**src/rtl/scc_pkg.sv**
```systemverilog
// ----------------------------------------------------------------------------
// scc_pkg
// Shared sizes, codes, controller states and the command and status words
// that join the controller and the datapath.
// ----------------------------------------------------------------------------
package scc_pkg;

   localparam int MAX_V = 64;
   localparam int VW    = $clog2(MAX_V);
   localparam int FW    = 6;
   localparam int CW    = 7;
   localparam int MAPW  = 64;

   localparam logic [CW-1:0] VC_RESET = CW'(MAX_V);

   localparam logic [1:0] REQ_EDGE    = 2'd0;
   localparam logic [1:0] REQ_COMPUTE = 2'd1;
   localparam logic [1:0] REQ_READ    = 2'd2;

   localparam logic [1:0] ST_OK        = 2'd0;
   localparam logic [1:0] ST_VERTEX    = 2'd1;
   localparam logic [1:0] ST_NOT_READY = 2'd2;
   localparam logic [1:0] ST_COMP      = 2'd3;

   typedef enum logic [4:0] {
      OP_NONE,
      OP_LOAD,
      OP_EDGE_RD,
      OP_EDGE_WR,
      OP_RD_ROW,
      OP_C_INIT,
      OP_NEXT_V,
      OP_START_V,
      OP_START_A,
      OP_ROW_RD,
      OP_OPEN,
      OP_PUSH,
      OP_POP,
      OP_CUR_LOAD,
      OP_WALK_END,
      OP_P2_INIT,
      OP_FIN_RD,
      OP_NM_INIT,
      OP_NM_RD,
      OP_NM_NEW,
      OP_NM_MEM,
      OP_NM_OLD_RD,
      OP_NM_OLD,
      OP_V_CLR,
      OP_CL_WR,
      OP_CD_RD,
      OP_CD_ROW,
      OP_CD_ACC,
      OP_CD_BIT,
      OP_CD_CMP,
      OP_CD_WR,
      OP_FINISH
   } op_type;

   typedef enum logic [4:0] {
      S_IDLE,
      S_DECODE,
      S_EDGE_WR,
      S_RESP,
      S_P1_SCAN,
      S_W_RD,
      S_W_OPEN,
      S_W_STEP,
      S_W_POP,
      S_W_END,
      S_P2_SCAN,
      S_P2_CHECK,
      S_NM_RD,
      S_NM_CHK,
      S_NM_MEM,
      S_NM_OLD,
      S_CL,
      S_CD_U,
      S_CD_ROW,
      S_CD_ACC,
      S_CD_BIT,
      S_CD_CMP
   } state_type;

   typedef struct packed {
      op_type     op;
      logic       set_stat;
      logic [1:0] status;
      logic       map_ok;
      logic       resp;
   } cmd_type;

   typedef struct packed {
      logic [1:0] req_kind;
      logic       vertex_bad;
      logic       not_ready;
      logic       comp_bad;
      logic       v_end;
      logic       visited_v;
      logic       visited_a;
      logic       ftop_zero;
      logic       scan_nz;
      logic       top_one;
      logic       named_r;
      logic       clr_end;
      logic       pass2;
      logic       out_free;
   } stat_type;

endpackage

```
**src/rtl/scc_ctrl.sv**
```systemverilog
// ----------------------------------------------------------------------------
// scc_ctrl
// Sequencer: decodes each request and steps the datapath through edge
// updates, row reads and the two search passes, naming and condensation.
// ----------------------------------------------------------------------------
module scc_ctrl (
   input  logic              clock,
   input  logic              reset,
   input  logic              req_valid,
   output logic              req_ready,
   input  scc_pkg::stat_type stat,
   output scc_pkg::cmd_type  cmd
);

   scc_pkg::state_type state_ff, state_in;

   always_ff @(posedge clock) begin
      if (reset) begin
         state_ff <= scc_pkg::S_IDLE;
      end else begin
         state_ff <= state_in;
      end
   end

   always_comb begin
      state_in     = state_ff;
      cmd.op       = scc_pkg::OP_NONE;
      cmd.set_stat = 1'b0;
      cmd.status   = scc_pkg::ST_OK;
      cmd.map_ok   = 1'b0;
      cmd.resp     = 1'b0;
      req_ready    = 1'b0;
      case (state_ff)
         scc_pkg::S_IDLE: begin
            req_ready = 1'b1;
            if (req_valid) begin
               cmd.op   = scc_pkg::OP_LOAD;
               state_in = scc_pkg::S_DECODE;
            end
         end
         scc_pkg::S_DECODE: begin
            cmd.set_stat = 1'b1;
            case (stat.req_kind)
               scc_pkg::REQ_EDGE: begin
                  if (stat.vertex_bad) begin
                     cmd.status = scc_pkg::ST_VERTEX;
                     state_in   = scc_pkg::S_RESP;
                  end else begin
                     cmd.op   = scc_pkg::OP_EDGE_RD;
                     state_in = scc_pkg::S_EDGE_WR;
                  end
               end
               scc_pkg::REQ_COMPUTE: begin
                  cmd.op   = scc_pkg::OP_C_INIT;
                  state_in = scc_pkg::S_P1_SCAN;
               end
               scc_pkg::REQ_READ: begin
                  state_in = scc_pkg::S_RESP;
                  if (stat.not_ready) begin
                     cmd.status = scc_pkg::ST_NOT_READY;
                  end else if (stat.comp_bad) begin
                     cmd.status = scc_pkg::ST_COMP;
                  end else begin
                     cmd.op     = scc_pkg::OP_RD_ROW;
                     cmd.map_ok = 1'b1;
                  end
               end
               default: begin
                  state_in = scc_pkg::S_RESP;
               end
            endcase
         end
         scc_pkg::S_EDGE_WR: begin
            cmd.op   = scc_pkg::OP_EDGE_WR;
            state_in = scc_pkg::S_RESP;
         end
         scc_pkg::S_RESP: begin
            if (stat.out_free) begin
               cmd.resp = 1'b1;
               state_in = scc_pkg::S_IDLE;
            end
         end
         scc_pkg::S_P1_SCAN: begin
            if (stat.v_end) begin
               cmd.op   = scc_pkg::OP_P2_INIT;
               state_in = scc_pkg::S_P2_SCAN;
            end else if (stat.visited_v) begin
               cmd.op = scc_pkg::OP_NEXT_V;
            end else begin
               cmd.op   = scc_pkg::OP_START_V;
               state_in = scc_pkg::S_W_RD;
            end
         end
         scc_pkg::S_W_RD: begin
            cmd.op   = scc_pkg::OP_ROW_RD;
            state_in = scc_pkg::S_W_OPEN;
         end
         scc_pkg::S_W_OPEN: begin
            cmd.op   = scc_pkg::OP_OPEN;
            state_in = scc_pkg::S_W_STEP;
         end
         scc_pkg::S_W_STEP: begin
            if (stat.scan_nz) begin
               cmd.op   = scc_pkg::OP_PUSH;
               state_in = scc_pkg::S_W_RD;
            end else begin
               cmd.op   = scc_pkg::OP_POP;
               state_in = stat.top_one ? scc_pkg::S_W_END : scc_pkg::S_W_POP;
            end
         end
         scc_pkg::S_W_POP: begin
            cmd.op   = scc_pkg::OP_CUR_LOAD;
            state_in = scc_pkg::S_W_RD;
         end
         scc_pkg::S_W_END: begin
            cmd.op   = scc_pkg::OP_WALK_END;
            state_in = stat.pass2 ? scc_pkg::S_P2_SCAN : scc_pkg::S_P1_SCAN;
         end
         scc_pkg::S_P2_SCAN: begin
            if (stat.ftop_zero) begin
               cmd.op   = scc_pkg::OP_NM_INIT;
               state_in = scc_pkg::S_NM_RD;
            end else begin
               cmd.op   = scc_pkg::OP_FIN_RD;
               state_in = scc_pkg::S_P2_CHECK;
            end
         end
         scc_pkg::S_P2_CHECK: begin
            if (stat.visited_a) begin
               state_in = scc_pkg::S_P2_SCAN;
            end else begin
               cmd.op   = scc_pkg::OP_START_A;
               state_in = scc_pkg::S_W_RD;
            end
         end
         scc_pkg::S_NM_RD: begin
            if (stat.v_end) begin
               cmd.op   = scc_pkg::OP_V_CLR;
               state_in = scc_pkg::S_CL;
            end else begin
               cmd.op   = scc_pkg::OP_NM_RD;
               state_in = scc_pkg::S_NM_CHK;
            end
         end
         scc_pkg::S_NM_CHK: begin
            if (stat.named_r) begin
               cmd.op   = scc_pkg::OP_NM_OLD_RD;
               state_in = scc_pkg::S_NM_OLD;
            end else begin
               cmd.op   = scc_pkg::OP_NM_NEW;
               state_in = scc_pkg::S_NM_MEM;
            end
         end
         scc_pkg::S_NM_MEM: begin
            cmd.op   = scc_pkg::OP_NM_MEM;
            state_in = scc_pkg::S_NM_RD;
         end
         scc_pkg::S_NM_OLD: begin
            cmd.op   = scc_pkg::OP_NM_OLD;
            state_in = scc_pkg::S_NM_RD;
         end
         scc_pkg::S_CL: begin
            if (stat.clr_end) begin
               cmd.op   = scc_pkg::OP_V_CLR;
               state_in = scc_pkg::S_CD_U;
            end else begin
               cmd.op = scc_pkg::OP_CL_WR;
            end
         end
         scc_pkg::S_CD_U: begin
            if (stat.v_end) begin
               cmd.op   = scc_pkg::OP_FINISH;
               state_in = scc_pkg::S_RESP;
            end else begin
               cmd.op   = scc_pkg::OP_CD_RD;
               state_in = scc_pkg::S_CD_ROW;
            end
         end
         scc_pkg::S_CD_ROW: begin
            cmd.op   = scc_pkg::OP_CD_ROW;
            state_in = scc_pkg::S_CD_ACC;
         end
         scc_pkg::S_CD_ACC: begin
            cmd.op   = scc_pkg::OP_CD_ACC;
            state_in = scc_pkg::S_CD_BIT;
         end
         scc_pkg::S_CD_BIT: begin
            if (stat.scan_nz) begin
               cmd.op   = scc_pkg::OP_CD_BIT;
               state_in = scc_pkg::S_CD_CMP;
            end else begin
               cmd.op   = scc_pkg::OP_CD_WR;
               state_in = scc_pkg::S_CD_U;
            end
         end
         scc_pkg::S_CD_CMP: begin
            cmd.op   = scc_pkg::OP_CD_CMP;
            state_in = scc_pkg::S_CD_BIT;
         end
         default: begin
            state_in = scc_pkg::S_IDLE;
         end
      endcase
   end

endmodule

```
**config.mk**
```make
export PLATFORM = sky130hd
export DESIGN_NAME = scc_ctrl
export DESIGN_NICKNAME = d
export VERILOG_FILES = /design/src/rtl/scc_pkg.sv /design/src/rtl/scc_ctrl.sv
export SDC_FILE = /design/constraint.sdc
export NUM_CORES = 1
export LEC_CHECK = 0
export ABC_AREA = 1
export ABC_CLOCK_PERIOD_IN_PS = 1510
export BUFFER_PORTS_ARGS = -buffer_cell sky130_fd_sc_hd__buf_2
export CAP_MARGIN = 20
export CORE_ASPECT_RATIO = 0.8
export CORE_MARGIN = 2
export CORE_UTILIZATION = 45
export DETAILED_ROUTE_END_ITERATION = 10
export PLACE_DENSITY = 0.71
export SLEW_MARGIN = 20
export SYNTH_ARGS = -nofsm -noshare
export SYNTH_HDL_FRONTEND = slang
export SYNTH_SLANG_ARGS = --single-unit
export TNS_END_PERCENT = 5
```
**constraint.sdc**
```tcl
create_clock -name clock -period 1.51 [get_ports clock]
set_input_delay 0 -clock clock [delete_from_list [all_inputs] [get_ports clock]]
set_output_delay 0 -clock clock [all_outputs]
set_load 0.01 [all_outputs]
```
==> qor.csv <==
metric;value;unit
status;finished with violations;
violations;setup timing;
crit_start;state_ff[4];
clockBufferDepth;2;
critical_path.cell_chain;buf_4 -> nor2_2 -> nand2_1 -> inv_1 -> nor2_1 -> o21ai_1 -> nor2_1 -> o2111ai_1 -> buf_2;
cap_violations;0;
fill_cells;120;
worstHoldStart;stat[0];
cts_made_buffers;3;
slew_headroom;81.7;%
antenna_cells;0;
avgRoutedWirePerCell;18.9;um
drtAntennaViolNets;0;
regMostFlops;state_ff;
io_pins;29;
overflow;0;
multi_input_area;888;sq um
largest_reg_flops;5;
place.gp.congestion;1.00;
drc;0;
core;0.00189;sq mm
grt_first_pass_wirelength;5570;um
dp.cells;237;
area_delta_synth_final;67.8;%
dieArea;0.00239;sq mm
finalPower;1850;uW
drv_slew;0;
cp_common_cell;nor2_1;
critPathCaptureType;output port;
grt_max_degree;11;
power.leakage;0.000815;uW
arrival;1.77;ns
grt_setup_unrepaired;true;
crit_path_start_kind;register;
yosys_warnings;0;
die_height;44.1;um
via_per_inst;6.52;
cts-root-buf;clkbuf_4;
crit_required;1.51;ns
fin_hold_ws;0.0962;ns
firstDrtPassIters;5;
critPathTopFamily;buffers and inverters;
setup_viol;10;
finalNonFillerCells;254;
cp_slowest_cell;dfxtp_2;
htree_levels;1;
finalSetupTns;-1.52;ns
rr_startpoint;state_ff[0];
clock_latency;0.29;ns
ys_ff_latch;5;
vias;1655;
drt_iter0_drc;199;
grt_pass1_vias;1224;
path_clk_slew;0.07;ns
path_max_fanout;10;
synth.avg_cell_area;5.12;sq um
max-vdd-ir-drop;0.00108;V
fin_crit_sh;117;%
layout_min_cycle_time;1.77;ns
hold_viol;0;
port_buffers;28;
cts_sinks;5;
final_common_cell;nand2_1;
syn_area;906;sq um
synth-seq-area-share;11.0;%
drive_gt1_share;47.0;%
final_util;80.4;%
cp_slowest_stage_delay;0.36;ns
hold_class;input pin to register;
finalWorstSetupSlack;-0.259;ns
cp_num_buf_inv;3;
synth_nets;195;
timing.fmax;0.565;GHz
top_regs;state_ff x5;
power_density;1210;mW/mm^2
critPathKind;register to output port;
antenna_found_initial;0;
worst-slew-pin-transition;0.274;ns
hpwl;2700;um
clock_skew;0.0216;ns
wirelength;4790;um
start_util;47.9;%
regArea;116;sq um
die_x;54.2;um
synthCells;177;
nets;249;
synth_cell_types;25;
final_cell_mix;nand2_1, buf_2, inv_1;
rows;14;
grt_usage;32.5;%
cts_tree;yes;
-- Yosys cell counts --
master	count	share of area [%]
nor2_8	1	2.2
or2_2	1	0.69
nor3_1	5	2.8
o21ai_1	1	0.55
nor4_1	1	0.69
buf_2	1	0.55
nor3_2	1	1.1
nand2_4	1	1.2
o32ai_1	1	0.97
inv_1	26	11
nor3b_1	1	0.83
nor2_2	6	4.1
a41oi_1	1	0.97
o21ai_0	8	4.4
dfxtp_1	5	11
nand4_1	11	7.6
a21oi_1	4	2.2
nand2_2	1	0.69
a31oi_1	1	0.69
nand3_1	22	12
inv_2	4	1.7
o2111ai_1	1	0.97
nor2_1	31	13
nor2_4	1	1.2
nand2_1	41	17
-- power breakdown --
group / switching (uW) / internal [uW]
Combinational: 815 / 551
Clock: 95.6 / 102
Sequential: 103 / 180
-- cells by family (layout without fill, tap and decap cells) --
family                 count (synthesis)  in the layout  share of synthesized area (%)
DFF                                    5              5                           11.1
buffers and inverters                 31             84                           13.0
and+or+nand+nor                      124            124                           65.2
AOI/OAI and AO/OA                     17             17                           10.8
-- routing by layer --
layer | GRT usage [%] | vias up | part of all wire, %
li1 | - | 694 | -
met1 | 42.4 | 707 | 35
met2 | 47.7 | 193 | 39
met3 | 12.5 | 61 | 16
met4 | 13.0 | 0 | 9.6
met5 | 0 | - | 0
-- final timing paths --
kind | slack, ns | cells after the start | to
max | -0.26 | 9 | cmd[6]
min | 0.1 | 4 | state_ff[0]
max reg2reg | -0.14 | 11 | state_ff[0]
min reg2reg | 0.81 | 4 | state_ff[3]
-- layout make-up --
class | count | share of cell area (%)
clock buffers | 4 | 1.73
inverters | 30 | 7.90
multi-input cells | 141 | 58.4
flip-flops and latches | 5 | 7.65
well taps | 24 | 1.98
repair buffers | 50 | 22.3
-- timing repair --
action,in CTS,in global routing
pin swaps,7,14
gates resized for setup,23,42
setup endpoints to repair,8,12
endpoints found under the hold margin,3,0
hold buffers,1,0
buffers inserted,7,5
-- worst register-to-register path: stages, from the launching register on --
cell and delay, ns:
dfxtp_4 0.43, inv_4 0.07, nor2_4 0.17, nand2_4 0.11, nor2_8 0.15, buf_4 0.14, nand2_1 0.05, nand2_1 0.05
nor2_1 0.05, nand3_1 0.10, nand2_1 0.07, a21oi_2 0.18
-- metrics by stage --
step	worst slack, ns	area [sq um]
finish	-0.259	1520
global route	-0.338	1520
floorplan	0.180	906
CTS	-0.109	1320
detailed placement	-0.0166	1150
global placement	0.0281	1150
No activity file was read; power rests on OpenSTA's default activity.
